--- src/hdl/hba_pkg.sv ---
package hba_pkg;

    localparam int SAMPLE_BITS = 12;
    localparam int REC_BITS    = SAMPLE_BITS + 1;
    localparam int SUM_BITS    = SAMPLE_BITS + 2;
    localparam int STEP_BITS   = 3;
    localparam int KEY_BITS    = 2;
    localparam int IDX_BITS    = 3;

    localparam logic ACT_SAMPLE = 1'b0;
    localparam logic ACT_CLEAR  = 1'b1;

    localparam logic [STEP_BITS-1:0] STEP_JUDGE_REC = 3'd0;
    localparam logic [STEP_BITS-1:0] STEP_JUDGE_ERR = 3'd1;
    localparam logic [STEP_BITS-1:0] STEP_RECORD    = 3'd2;
    localparam logic [STEP_BITS-1:0] STEP_READJUST  = 3'd3;
    localparam logic [STEP_BITS-1:0] STEP_REPORT    = 3'd4;

    localparam logic [KEY_BITS-1:0] KEY_MEDIA = 2'd0;
    localparam logic [KEY_BITS-1:0] KEY_UP    = 2'd1;
    localparam logic [KEY_BITS-1:0] KEY_DOWN  = 2'd2;
    localparam logic [KEY_BITS-1:0] KEY_NONE  = 2'd3;

    localparam logic [KEY_BITS-1:0] CODE_KEEP = 2'd0;
    localparam logic [KEY_BITS-1:0] CODE_UP   = 2'd1;
    localparam logic [KEY_BITS-1:0] CODE_DOWN = 2'd2;

    localparam logic [IDX_BITS-1:0] REG_ENABLE        = 3'd0;
    localparam logic [IDX_BITS-1:0] REG_MEDIA_MIN     = 3'd1;
    localparam logic [IDX_BITS-1:0] REG_MEDIA_MAX     = 3'd2;
    localparam logic [IDX_BITS-1:0] REG_UP_MIN        = 3'd3;
    localparam logic [IDX_BITS-1:0] REG_UP_MAX_INIT   = 3'd4;
    localparam logic [IDX_BITS-1:0] REG_DOWN_MIN_INIT = 3'd5;
    localparam logic [IDX_BITS-1:0] REG_DOWN_MAX      = 3'd6;

    localparam logic [SAMPLE_BITS-1:0] DEF_MARGIN        = SAMPLE_BITS'(35);
    localparam logic [SAMPLE_BITS-1:0] RST_MEDIA_MIN     = SAMPLE_BITS'(0);
    localparam logic [SAMPLE_BITS-1:0] RST_MEDIA_MAX     = SAMPLE_BITS'(100);
    localparam logic [SAMPLE_BITS-1:0] RST_UP_MIN        = SAMPLE_BITS'(101);
    localparam logic [SAMPLE_BITS-1:0] RST_UP_MAX_INIT   = SAMPLE_BITS'(250);
    localparam logic [SAMPLE_BITS-1:0] RST_DOWN_MIN_INIT = SAMPLE_BITS'(251);
    localparam logic [SAMPLE_BITS-1:0] RST_DOWN_MAX      = SAMPLE_BITS'(500);
    localparam logic signed [REC_BITS-1:0] NO_RECORD     = -REC_BITS'(1);

    typedef enum logic [1:0] {
        PH_EMPTY = 2'd0,
        PH_UP    = 2'd1,
        PH_BOTH  = 2'd2
    } t_phase;

    typedef struct packed {
        logic                   action;
        logic [STEP_BITS-1:0]   entry_state;
        logic [SAMPLE_BITS-1:0] voltage;
    } t_in_item;

    typedef struct packed {
        logic                reported;
        logic [KEY_BITS-1:0] pressed_key;
        logic [KEY_BITS-1:0] report_code;
    } t_out_item;

    typedef struct packed {
        logic                   we;
        logic [IDX_BITS-1:0]    idx;
        logic [SAMPLE_BITS-1:0] data;
    } t_cfg_wr;

    typedef struct packed {
        logic                   enable;
        logic [SAMPLE_BITS-1:0] media_min;
        logic [SAMPLE_BITS-1:0] media_max;
        logic [SAMPLE_BITS-1:0] up_min;
        logic [SAMPLE_BITS-1:0] down_max;
    } t_cfg;

endpackage

--- src/hdl/headset_button_autocalib.sv ---
// Headset button auto-calibration.
// Input channel: i_valid / o_stall with payload i_data (action, entry_state,
// voltage). A transaction is taken at a rising edge with i_valid high and
// o_stall low. Output channel: o_valid / i_stall with payload o_data
// (reported, pressed_key, report_code), one result per input transaction.
// Configuration: i_cfg_we, i_cfg_idx, i_cfg_data; a write takes effect at the
// edge where i_cfg_we is high. Write only while no transaction is in flight.
// An accepted transaction is held in the input register; its result is formed
// combinationally and loaded into the output register, which drives o_valid.
// Throughput: one transaction per cycle unless i_stall holds a result; the
// learn, readjust and classify path between the registers is combinational.
// Stall: while i_stall holds a result, the output register and input
// register both hold and o_stall rises once the input register is occupied.
// Reset (synchronous, i_rst_n low): both registers empty, configuration back
// to defaults, learned records, margins and span back to their start values.
module headset_button_autocalib (
    input  logic                                i_clk,
    input  logic                                i_rst_n,
    input  logic                                i_valid,
    output logic                                o_stall,
    input  hba_pkg::t_in_item                   i_data,
    output logic                                o_valid,
    input  logic                                i_stall,
    output hba_pkg::t_out_item                  o_data,
    input  logic                                i_cfg_we,
    input  logic [hba_pkg::IDX_BITS-1:0]        i_cfg_idx,
    input  logic [hba_pkg::SAMPLE_BITS-1:0]     i_cfg_data
);

    logic               r_in_valid, n_in_valid;
    hba_pkg::t_in_item  r_in;
    logic               r_out_valid, n_out_valid;
    hba_pkg::t_out_item r_out;
    logic               advance, fire, accept;
    hba_pkg::t_cfg_wr   cfg_wr;
    hba_pkg::t_cfg      cfg;
    hba_pkg::t_out_item result;

    assign cfg_wr.we   = i_cfg_we;
    assign cfg_wr.idx  = i_cfg_idx;
    assign cfg_wr.data = i_cfg_data;

    assign advance = !r_out_valid || !i_stall;
    assign fire    = r_in_valid && advance;
    assign o_stall = r_in_valid && !advance;
    assign accept  = i_valid && !o_stall;

    always_comb begin
        n_in_valid  = accept ? 1'b1 : (fire ? 1'b0 : r_in_valid);
        n_out_valid = advance ? fire : r_out_valid;
    end

    hba_cfg u_cfg (
        .i_clk    (i_clk),
        .i_rst_n  (i_rst_n),
        .i_cfg_wr (cfg_wr),
        .o_cfg    (cfg)
    );

    hba_calib u_calib (
        .i_clk    (i_clk),
        .i_rst_n  (i_rst_n),
        .i_fire   (fire),
        .i_item   (r_in),
        .i_cfg    (cfg),
        .i_cfg_wr (cfg_wr),
        .o_result (result)
    );

    always_ff @(posedge i_clk) begin
        if (!i_rst_n) begin
            r_in_valid  <= 1'b0;
            r_out_valid <= 1'b0;
        end else begin
            r_in_valid  <= n_in_valid;
            r_out_valid <= n_out_valid;
        end
    end

    always_ff @(posedge i_clk) begin
        if (accept) begin
            r_in <= i_data;
        end
        if (fire) begin
            r_out <= result;
        end
    end

    assign o_valid = r_out_valid;
    assign o_data  = r_out;

endmodule

--- src/hdl/hba_cfg.sv ---
module hba_cfg (
    input  logic             i_clk,
    input  logic             i_rst_n,
    input  hba_pkg::t_cfg_wr i_cfg_wr,
    output hba_pkg::t_cfg    o_cfg
);

    hba_pkg::t_cfg r_cfg, n_cfg;

    always_comb begin
        n_cfg = r_cfg;
        if (i_cfg_wr.we) begin
            unique case (i_cfg_wr.idx)
                hba_pkg::REG_ENABLE:    n_cfg.enable    = i_cfg_wr.data[0];
                hba_pkg::REG_MEDIA_MIN: n_cfg.media_min = i_cfg_wr.data;
                hba_pkg::REG_MEDIA_MAX: n_cfg.media_max = i_cfg_wr.data;
                hba_pkg::REG_UP_MIN:    n_cfg.up_min    = i_cfg_wr.data;
                hba_pkg::REG_DOWN_MAX:  n_cfg.down_max  = i_cfg_wr.data;
                default:                n_cfg           = r_cfg;
            endcase
        end
    end

    always_ff @(posedge i_clk) begin
        if (!i_rst_n) begin
            r_cfg.enable    <= 1'b0;
            r_cfg.media_min <= hba_pkg::RST_MEDIA_MIN;
            r_cfg.media_max <= hba_pkg::RST_MEDIA_MAX;
            r_cfg.up_min    <= hba_pkg::RST_UP_MIN;
            r_cfg.down_max  <= hba_pkg::RST_DOWN_MAX;
        end else begin
            r_cfg <= n_cfg;
        end
    end

    assign o_cfg = r_cfg;

endmodule

--- src/hdl/hba_calib.sv ---
module hba_calib (
    input  logic               i_clk,
    input  logic               i_rst_n,
    input  logic               i_fire,
    input  hba_pkg::t_in_item  i_item,
    input  hba_pkg::t_cfg      i_cfg,
    input  hba_pkg::t_cfg_wr   i_cfg_wr,
    output hba_pkg::t_out_item o_result
);

    localparam int SB = hba_pkg::SAMPLE_BITS;
    localparam int RB = hba_pkg::REC_BITS;
    localparam int DB = hba_pkg::SUM_BITS;

    logic signed [RB-1:0] r_up_rec, n_up_rec, r_dn_rec, n_dn_rec;
    logic [SB-1:0]        r_up_margin, n_up_margin, r_dn_margin, n_dn_margin;
    logic [SB-1:0]        r_span, n_span;
    logic [SB-1:0]        r_up_work, n_up_work, r_dn_work, n_dn_work;
    hba_pkg::t_phase      r_phase, n_phase;

    logic signed [RB-1:0] c_up_rec, c_dn_rec;
    hba_pkg::t_phase      c_phase;
    logic signed [DB-1:0] v_s, up_s, dn_s, d_up, d_dn, a_up, a_dn;
    logic signed [DB-1:0] gap, mg_diff, sum_s;
    logic [SB-1:0]        volt, new_span, half, mid, c_up_work, c_dn_work;
    logic                 ignore, near, do_rec, rec_ok, do_marg, do_adj;
    logic [hba_pkg::KEY_BITS-1:0] key, code;

    always_comb begin
        volt = i_item.voltage;
        v_s  = $signed({2'b00, volt});
        up_s = DB'(r_up_rec);
        dn_s = DB'(r_dn_rec);
        d_up = v_s - up_s;
        d_dn = v_s - dn_s;
        a_up = (d_up < 0) ? -d_up : d_up;
        a_dn = (d_dn < 0) ? -d_dn : d_dn;
        near = ((r_phase != hba_pkg::PH_EMPTY) && (a_up < $signed({2'b00, r_up_margin})))
            || ((r_phase == hba_pkg::PH_BOTH) && (a_dn < $signed({2'b00, r_dn_margin})));

        ignore = (i_item.action == hba_pkg::ACT_CLEAR) || !i_cfg.enable
            || (volt > i_cfg.down_max) || (i_item.entry_state > hba_pkg::STEP_REPORT);

        unique case (i_item.entry_state)
            hba_pkg::STEP_JUDGE_REC: do_rec = (r_phase == hba_pkg::PH_EMPTY) || !near;
            hba_pkg::STEP_JUDGE_ERR: do_rec = !near;
            hba_pkg::STEP_RECORD:    do_rec = 1'b1;
            default:                 do_rec = 1'b0;
        endcase

        // record step
        rec_ok   = volt >= i_cfg.media_max;
        c_up_rec = r_up_rec;
        c_dn_rec = r_dn_rec;
        c_phase  = r_phase;
        do_marg  = 1'b0;
        if (do_rec && rec_ok) begin
            unique case (r_phase)
                hba_pkg::PH_EMPTY: begin
                    c_up_rec = $signed({1'b0, volt});
                    c_phase  = hba_pkg::PH_UP;
                end
                hba_pkg::PH_UP: begin
                    if (v_s > up_s) begin
                        c_dn_rec = $signed({1'b0, volt});
                    end else begin
                        c_dn_rec = r_up_rec;
                        c_up_rec = $signed({1'b0, volt});
                    end
                    c_phase = hba_pkg::PH_BOTH;
                    do_marg = 1'b1;
                end
                default: begin
                    if (v_s < up_s) begin
                        c_up_rec = $signed({1'b0, volt});
                    end else if (v_s > dn_s) begin
                        c_dn_rec = $signed({1'b0, volt});
                    end
                    do_marg = 1'b1;
                end
            endcase
        end

        // margin update
        gap      = DB'(c_dn_rec) - DB'(c_up_rec);
        new_span = (gap > $signed({2'b00, r_span})) ? gap[SB-1:0] : r_span;
        half     = {1'b0, new_span[SB-1:1]};
        mg_diff  = DB'(c_up_rec) - $signed({2'b00, i_cfg.media_max});
        if ((mg_diff >= 0) && (mg_diff[SB:1] < half)) begin
            half = mg_diff[SB:1];
        end

        // boundary readjust
        do_adj    = do_rec ? (c_phase == hba_pkg::PH_BOTH)
                           : (i_item.entry_state == hba_pkg::STEP_READJUST);
        sum_s     = DB'(c_up_rec) + DB'(c_dn_rec);
        mid       = sum_s[SB:1];
        c_up_work = do_adj ? mid : r_up_work;
        c_dn_work = !do_adj ? r_dn_work : ((&mid) ? mid : mid + SB'(1));

        // next state
        n_up_rec    = r_up_rec;
        n_dn_rec    = r_dn_rec;
        n_up_margin = r_up_margin;
        n_dn_margin = r_dn_margin;
        n_span      = r_span;
        n_phase     = r_phase;
        n_up_work   = r_up_work;
        n_dn_work   = r_dn_work;
        if (i_fire) begin
            if (i_item.action == hba_pkg::ACT_CLEAR) begin
                n_up_rec    = hba_pkg::NO_RECORD;
                n_dn_rec    = hba_pkg::NO_RECORD;
                n_up_margin = hba_pkg::DEF_MARGIN;
                n_dn_margin = hba_pkg::DEF_MARGIN;
                n_phase     = hba_pkg::PH_EMPTY;
            end else if (!ignore) begin
                n_up_rec  = c_up_rec;
                n_dn_rec  = c_dn_rec;
                n_phase   = c_phase;
                n_up_work = c_up_work;
                n_dn_work = c_dn_work;
                if (do_marg) begin
                    n_span      = new_span;
                    n_up_margin = half;
                    n_dn_margin = new_span - half;
                end
            end
        end
        if (i_cfg_wr.we && (i_cfg_wr.idx == hba_pkg::REG_UP_MAX_INIT)) begin
            n_up_work = i_cfg_wr.data;
        end
        if (i_cfg_wr.we && (i_cfg_wr.idx == hba_pkg::REG_DOWN_MIN_INIT)) begin
            n_dn_work = i_cfg_wr.data;
        end

        // classify
        priority if ((volt >= i_cfg.media_min) && (volt <= i_cfg.media_max)) begin
            key  = hba_pkg::KEY_MEDIA;
            code = hba_pkg::CODE_KEEP;
        end else if ((volt >= i_cfg.up_min) && (volt <= c_up_work)) begin
            key  = hba_pkg::KEY_UP;
            code = hba_pkg::CODE_UP;
        end else if ((volt >= c_dn_work) && (volt <= i_cfg.down_max)) begin
            key  = hba_pkg::KEY_DOWN;
            code = hba_pkg::CODE_DOWN;
        end else begin
            key  = hba_pkg::KEY_NONE;
            code = hba_pkg::CODE_KEEP;
        end

        o_result.reported    = !ignore;
        o_result.pressed_key = ignore ? hba_pkg::KEY_NONE : key;
        o_result.report_code = ignore ? hba_pkg::CODE_KEEP : code;
    end

    always_ff @(posedge i_clk) begin
        if (!i_rst_n) begin
            r_up_rec    <= hba_pkg::NO_RECORD;
            r_dn_rec    <= hba_pkg::NO_RECORD;
            r_up_margin <= hba_pkg::DEF_MARGIN;
            r_dn_margin <= hba_pkg::DEF_MARGIN;
            r_span      <= hba_pkg::DEF_MARGIN;
            r_phase     <= hba_pkg::PH_EMPTY;
            r_up_work   <= hba_pkg::RST_UP_MAX_INIT;
            r_dn_work   <= hba_pkg::RST_DOWN_MIN_INIT;
        end else begin
            r_up_rec    <= n_up_rec;
            r_dn_rec    <= n_dn_rec;
            r_up_margin <= n_up_margin;
            r_dn_margin <= n_dn_margin;
            r_span      <= n_span;
            r_phase     <= n_phase;
            r_up_work   <= n_up_work;
            r_dn_work   <= n_dn_work;
        end
    end

    a_rec_order: assert property (@(posedge i_clk) disable iff (!i_rst_n)
        (r_phase == hba_pkg::PH_BOTH) |-> (r_dn_rec >= r_up_rec))
        else $error("down record below up record");

    a_up_learned: assert property (@(posedge i_clk) disable iff (!i_rst_n)
        (r_phase != hba_pkg::PH_EMPTY) |-> (r_up_rec >= 0))
        else $error("up record empty after learning");

    a_margin_sum: assert property (@(posedge i_clk) disable iff (!i_rst_n)
        (r_phase == hba_pkg::PH_BOTH)
        |-> (({1'b0, r_up_margin} + {1'b0, r_dn_margin}) == {1'b0, r_span}))
        else $error("margins do not add up to span");

    a_clear: assert property (@(posedge i_clk) disable iff (!i_rst_n)
        (i_fire && (i_item.action == hba_pkg::ACT_CLEAR)) |=> (r_phase == hba_pkg::PH_EMPTY))
        else $error("clear transaction left learned state");

endmodule
--- config.mk ---
export PLATFORM = sky130hd
export DESIGN_NAME = headset_button_autocalib
export DESIGN_NICKNAME = d
export VERILOG_FILES = /design/src/hdl/hba_pkg.sv /design/src/hdl/headset_button_autocalib.sv /design/src/hdl/hba_cfg.sv /design/src/hdl/hba_calib.sv
export SDC_FILE = /design/constraint.sdc
export NUM_CORES = 1
export LEC_CHECK = 0
export ABC_CLOCK_PERIOD_IN_PS = 41600
export BUFFER_PORTS_ARGS = -buffer_cell sky130_fd_sc_hd__buf_2
export CORE_ASPECT_RATIO = 0.6
export CORE_MARGIN = 10
export CORE_UTILIZATION = 39
export CTS_BUF_LIST = sky130_fd_sc_hd__clkbuf_8
export DETAILED_ROUTE_END_ITERATION = 10
export SLEW_MARGIN = 20
export SYNTH_ARGS = -nofsm -noshare
export SYNTH_HDL_FRONTEND = slang
export SYNTH_SLANG_ARGS = --single-unit
--- constraint.sdc ---
create_clock -name i_clk -period 41.6 [get_ports i_clk]
set_input_delay 4.16 -clock i_clk [delete_from_list [all_inputs] [get_ports i_clk]]
set_output_delay 4.16 -clock i_clk [all_outputs]
set_load 0.02 [all_outputs]
# Word level (Yosys, flattened, before mapping)
# Cells that the tools add are included.
[op_classes]
reduce_logical = 46
n_mux = 49
n_bitwise = 2
add_sub_neg = 9
magnitude_cmp = 19
n_eq_ne = 17
[op_table]
columns = ["cell", "count"]
rows = [
  ["12-bit 2-to-1 mux", 19],
  ["13-bit 2-to-1 mux", 11],
  ["13-bit by 13-bit subtractor with 14-bit output", 4],
  ["13-bit one-hot mux with 2 select lines", 2],
  ["12-bit >= comparator", 4],
  ["12-bit less-or-equal comparator", 3],
  ["14-bit by 1-bit < comparator with 1-bit output (second input constant)", 2],
  ["14-bit by 13-bit < comparator with 1-bit output", 2],
  ["14-bit 2-to-1 mux", 2],
  ["14-bit negator", 2],
  ["13-bit > comparator", 2],
  ["14-bit by 1-bit >= comparator with 1-bit output (second input constant)", 1],
  ["14-bit by 13-bit > comparator with 1-bit output", 1],
  ["13-bit adder", 1],
  ["13-bit < comparator", 1],
  ["12-bit by 1-bit adder with 12-bit output (second input constant)", 1],
  ["3-bit by 2-bit equality test with 1-bit output (second input constant)", 4],
  ["12-bit > comparator", 1],
  ["1-bit logical AND", 12],
  ["12-bit by 11-bit < comparator with 1-bit output", 1],
  ["2-bit 2-to-1 mux", 6],
  ["12-bit AND reduction", 1],
  ["2-bit AND reduction", 6],
  ["12-bit subtractor", 1],
  ["20 further kinds", 52],
]
[word_totals]
reg_bits = 160
in_bits = 36
output_inout_bits = 7

# Depth between registers and ports, before layout
[depth]
word_depth = 21
ltp_mapped = 75

# Modules after synthesis
# From an unflattened synthesis, not the netlist that was laid out.
[hier_totals]
hier_cells = 1806
area_unflattened_um2 = 14471.4
[by_module_without_submodules]
columns = ["mod", "area_each_um2", "cells_each", "n_inst", "seq_area_each_um2"]
rows = [
  ["hba_calib", 11823.8, 1592, 1, 1761.7],
  ["hba_cfg", 1933.1, 185, 1, 980.9],
  ["headset_button_autocalib", 714.4, 29, 1, 670.6],
]

# Worst setup path after synthesis
# Ideal clock, no wire load.
[synth_path]
path_type = "reg-to-reg"
startpoint = "register r_in[1] (netlist name)"
endpoint = "register u_calib.r_dn_margin[8]"
stages_incl_launch_ff = 73
setup_ps = 132
path_buffers = 5
slack_ps = 27722
arrival_ps = 13746
synth_period_minus_slack_ps = 13878
cell_sequence = "edfxtp_1 > ha_1 > nor2b_1 > o21ai_1 > a21oi_1 > o21a_1 > or2_1 > a21oi_1 > o21ai_0 > a211o_1 > clkbuf_1 > mux2_2 > ha_1 > a21boi_0 > o21a_1 > o21a_1 > o21a_1 > o21ai_0 > [... 37 more ...] > o221ai_1 > a31oi_4 > o21ai_1 > a21oi_1 > buf_4 > mux2i_1 > ha_1 > inv_1 > fa_1 > a21o_1 > a21oi_1 > o21bai_1 > nand2_1 > a2111oi_0 > o41a_1 > or3_1 > nand3_1 > a21oi_1"
[synth_between]
elab_chain_len = 21
elab_cells_between_ends = 49
classes_between = "add/sub: 7; order compare: 12; eq/ne: 1; mux: 18; reduce/logical: 11"
[synth_rtl]
columns = ["element", "line", "rtl"]
rows = [
  ["start, declared", "headset_button_autocalib.sv:31", "hba_pkg::t_in_item r_in;"],
  ["start signal, assigned", "headset_button_autocalib.sv:82", "r_in <= i_data;"],
  ["13-bit by 13-bit subtractor with 14-bit output, on equally long branches", "hba_calib.sv:34, hba_calib.sv:35", ""],
  ["14-bit negator, or another cell as far along", "hba_calib.sv:36", "a_up = (d_up < 0) ? -d_up : d_up;"],
  ["14-bit 2-to-1 mux, on equally long branches", "hba_calib.sv:36, hba_calib.sv:37", ""],
  ["14-bit by 13-bit < comparator with 1-bit output, on equally long branches", "hba_calib.sv:38, hba_calib.sv:39", ""],
  ["1-bit logical AND, on equally long branches", "hba_calib.sv:38, hba_calib.sv:39", ""],
  ["1-bit logical OR", "hba_calib.sv:39", "|| ((r_phase == hba_pkg::PH_BOTH) && (a_dn < $signed({2'b00, r_dn_margin})));"],
  ["1-bit logical NOT", "hba_calib.sv:45, hba_calib.sv:46", ""],
  ["1-bit logical OR", "hba_calib.sv:45", "hba_pkg::STEP_JUDGE_REC: do_rec = (r_phase == hba_pkg::PH_EMPTY) || !near;"],
  ["[... 6 more ...]", "n/a", ""],
  ["named net u_calib.new_span[2]", "hba_calib.sv:25", "logic [SB-1:0] volt, new_span, half, mid, c_up_work, c_dn_work;"],
  ["12-bit by 11-bit < comparator with 1-bit output", "hba_calib.sv:89", "if ((mg_diff >= 0) && (mg_diff[SB:1] < half)) begin"],
  ["1-bit logical AND", "hba_calib.sv:89", ""],
  ["12-bit 2-to-1 mux", "hba_calib.sv:89", ""],
  ["12-bit subtractor *", "hba_calib.sv:126", "n_dn_margin = new_span - half;"],
  ["12-bit 2-to-1 mux *", "hba_calib.sv:123", "if (do_marg) begin"],
  ["12-bit 2-to-1 mux *", "hba_calib.sv:117", "end else if (!ignore) begin"],
  ["12-bit 2-to-1 mux *", "hba_calib.sv:111", "if (i_item.action == hba_pkg::ACT_CLEAR) begin"],
  ["end signal, assigned", "hba_calib.sv:162", "r_dn_margin <= hba_pkg::DEF_MARGIN;"],
  ["end signal, assigned", "hba_calib.sv:171", "r_dn_margin <= n_dn_margin;"],
  ["end, declared", "hba_calib.sv:16", "logic [SB-1:0] r_up_margin, n_up_margin, r_dn_margin, n_dn_margin;"],
]
# The timed path passes the listed nets; every way through them passes the cells marked *. The select of a mux whose other input is x is not followed.
# A chain may end at the register's enable or synchronous reset.

# Worst setup path after layout
# Ends and elaborated chain as after synthesis.

==> results.json <==
{
  "placement.io_buffers": 42,
  "drc": 0,
  "synth-seq-cells": 160,
  "rsz0062_at_grt": "false",
  "yosys.area.top_type_share_pct": 19.8,
  "period_minus_slack_ns": 16.62,
  "relSlewSlack_pct": 24.1,
  "coreArea_mm2": 0.0353,
  "synthToLayoutAreaGrowth_pct": 7.86,
  "post_drt_via_cell_ratio": 5.86,
  "synth_area_leaders": "dfxtp_1, ha_1, a21oi_1, nand2_1, edfxtp_1",
  "cp_top_family": "compound AO/OA/AOI/OAI gates",
  "slowest_stage": "a21oi_1",
  "r2r_start": "r_in[1]$_DFFE_PP_",
  "routed_wl_um": 49500,
  "whs_path_depth": 2,
  "hpwlAfterDp_um": 38500,
  "overflow": 0,
  "reg2reg_slack_ns": 24.98,
  "synthMuxAreaShare_pct": 2.63,
  "cp-start-kind": "flop",
  "fmax_mhz": 60.2,
  "cts_resized": 0,
  "stdcell_count": 2290,
  "finalSetupTns_ns": 0,
  "power_mw": 0.516,
  "timing.rr.end": "u_calib.r_dn_margin[8]$_SDFFE_PN0P_",
  "status": "finished, final reports clean",
  "cts_tree": "built",
  "gp_congestion": 0.942,
  "synth_compound_area_share_pct": 24.3,
  "synth_xor_area_share_pct": 5.60,
  "seq_area_frac_synth_pct": 24.2,
  "dp.cells": 2258,
  "die_w_um": 265,
  "postCtsSetupBuffers": 0,
  "grt_max_degree": 51,
  "synthCells": 1794,
  "fp.dieH_um": 167,
  "ir_worst_vdd_uv": 21.0,
  "cp-end-kind": "flop",
  "synth_ff_type": "dfxtp_1",
  "drtIter0Drc": 1688,
  "antenna_cells": 0,
  "drv_cap": 0,
  "synth_area_mm2": 0.0141,
  "fin_nets": 2043,
  "clock_latency_ns": 0.51,
  "cp_common_cell": "a21oi_1",
  "numCtsBuffers": 17,
  "io_pins": 43,
  "layout_commonest_cell": "nand2_1",
  "grtUsageTotal_pct": 21.7,
  "synth.largest_area_cell": "dfxtp_1",
  "fin_skew_ns": 0.0201,
  "fin_crit_sh_pct": 40.0,
  "wl_per_cell_um": 21.6,
  "critPathMaxFanout": 30,
  "cts_root_buf": "clkbuf_8",
  "grt_pass1_vias": 12098,
  "antenna_found_initial": 0,
  "vias": 13414,
  "min_path_type": "reg -> reg",
  "multi_input_area_mm2": 0.00978,
  "cts_max_level": 4,
  "arrival_ns": 17.00,
  "synthArstFlopShare_pct": 0,
  "postCtsHoldBufs": 0,
  "start_util_pct": 39.8,
  "clkTransAtPathRegs_ns": 0.10,
  "crit_buf_inv": 4,
  "finalSetupViolCount": 0,
  "reg2reg_depth": 66,
  "slew_violations": 0,
  "p_leak_nw": 6.38,
  "first_pass_iters": 6,
  "drive_above_1_share_pct": 7.84,
  "synth-edff-count": 21,
  "max_stage_delay_ns": 0.90,
  "synth_top_family_by_area": "compound AO/OA/AOI/OAI gates",
  "hold_start": "u_cfg.o_cfg[10]$_SDFFE_PN0P_",
  "synth_nets": 2027,
  "syn_avg_cell_area_um2": 7.85,
  "fillers": 3568,
  "synthAdderAreaFrac_pct": 18.0,
  "final_util_pct": 43.0,
  "final_cell_mix": "nand2_1, ha_1, a21oi_1, inv_1, dfxtp_1",
  "yosys_warnings": 0,
  "criticalPathCategory": "reg -> reg",
  "p_per_area_mw_per_mm2": 34.0,
  "hold_viol_final": 0,
  "grt_pass1_wl_um": 74200,
  "ant_nets": 0,
  "num_rows": 53,
  "yosys.area_share.simple_pct": 18.8,
  "synth_cell_type_count": 86,
  "hold_path_end": "u_cfg.o_cfg[10]$_SDFFE_PN0P_",
  "cts.sinks": 160,
  "max-clock-path-buffers": 2,
  "regArea_mm2": 0.00341,
  "dieArea_mm2": 0.0444,
  "worstPathRequired_ns": 41.98,
  "worst_slew_pin_slew_ns": 1.14
}
[logic make-up after synthesis]
family,count (synthesis)
AO/OA/AOI/OAI,510
XOR/XNOR,90
adder cells (fa/ha/maj),200
buffers and inverters,232
flip-flops,160
multiplexers,36
AND/OR/NAND/NOR,566
[cell usage after synthesis (4+ instances only)]
master / count
o21ai_0: 81
fa_1: 6
or4_1: 4
a31oi_1: 14
nor4_1: 6
a22o_1: 12
nor2b_1: 27
o311ai_0: 7
nand4_1: 19
a211oi_1: 14
nand3_1: 53
nand2_1: 211
a221o_1: 15
nor3_1: 37
a211oi_2: 4
o21ai_1: 5
mux2i_1: 28
a2111oi_0: 11
clkbuf_1: 55
a21boi_0: 6
and3_1: 14
ha_1: 191
dfxtp_1: 139
o22a_1: 10
inv_1: 161
nand2b_1: 27
a21oi_1: 171
or2_2: 5
o31ai_1: 6
o21a_1: 14
xor2_1: 31
a211o_1: 6
xnor2_1: 59
or3_1: 8
and2_1: 7
edfxtp_1: 21
nor2_1: 124
o21bai_1: 14
a21o_1: 48
mux2_2: 8
o211ai_1: 19
nor3b_1: 8
o32ai_1: 9
buf_2: 9
[stage by stage]
step | hold WS [ns] | area, um2 | setup slack (ns)
2_1_floorplan | 0.430 | 14100 | 27.72
3_3_place_gp | 0.442 | 14800 | 25.85
3_5_place_dp | 0.447 | 14800 | 25.33
4_1_cts | 0.461 | 15200 | 25.23
5_1_grt | 0.478 | 15200 | 23.70
6_report | 0.460 | 15200 | 24.98
[where the power goes]
| part | internal (mW) | total, mW | switching, mW |
|---|---|---|---|
| combinational | 0.0878 | 0.231 | 0.143 |
| clock | 0.0505 | 0.124 | 0.0736 |
| sequential | 0.159 | 0.161 | 0.00194 |
| total | 0.298 | 0.516 | 0.219 |
[per-layer routing]
metal,GRT usage [%],wire [um]
met5,0,0
met4,4.18,533
met3,6.28,5740
met2,27.2,18200
met1,34.4,25000
[state kept, by name, indices dropped and copies added (netlist names), 5 cells and up]
| signal | count |
|---|---|
| u_calib.r_up_margin | 12 |
| u_calib.r_dn_rec | 13 |
| u_calib.r_dn_work | 12 |
| u_calib.r_dn_margin | 12 |
| u_calib.r_up_rec | 13 |
| r_in | 16 |
| o_data | 5 |
| u_calib.r_up_work | 12 |
| u_cfg.o_cfg | 49 |
| u_calib.r_span | 12 |
[final cells by class]
class                   count  area share (%)
clock buffers              17            1.54
clock inverters            15            1.14
repair buffers             66            2.57
well taps                 467            3.85
flip-flops and latches    160            22.5
multi-input cells        1402            64.4
inverters                 163            4.03
[worst max-delay path by stage]
| stage | from | to | slack, ns | cells after the start |
|---|---|---|---|---|
| 2_1_floorplan | r_in[1]$_DFFE_PP_ | u_calib.r_dn_margin[8]$_SDFFE_PN0P_ | 27.72 | 72 |
| 3_3_place_gp | r_in[1]$_DFFE_PP_ | u_calib.r_dn_margin[8]$_SDFFE_PN0P_ | 25.85 | 68 |
| 3_5_place_dp | r_in[1]$_DFFE_PP_ | u_calib.r_dn_margin[8]$_SDFFE_PN0P_ | 25.33 | 66 |
| 4_1_cts | r_in[1]$_DFFE_PP_ | u_calib.r_dn_margin[8]$_SDFFE_PN0P_ | 25.23 | 66 |
| 5_1_grt | r_in[1]$_DFFE_PP_ | u_calib.r_dn_margin[8]$_SDFFE_PN0P_ | 23.70 | 66 |
| 6_report | r_in[1]$_DFFE_PP_ | u_calib.r_dn_margin[8]$_SDFFE_PN0P_ | 24.98 | 66 |
[worst min-delay path: cells and delay by family (launching register included)]
family           cells  cell delay [ns]
AND/OR/NAND/NOR      1             0.05
flip-flops           1             0.32
AO/OA/AOI/OAI        1             0.05
No activity file was read; power rests on OpenSTA's default activity.
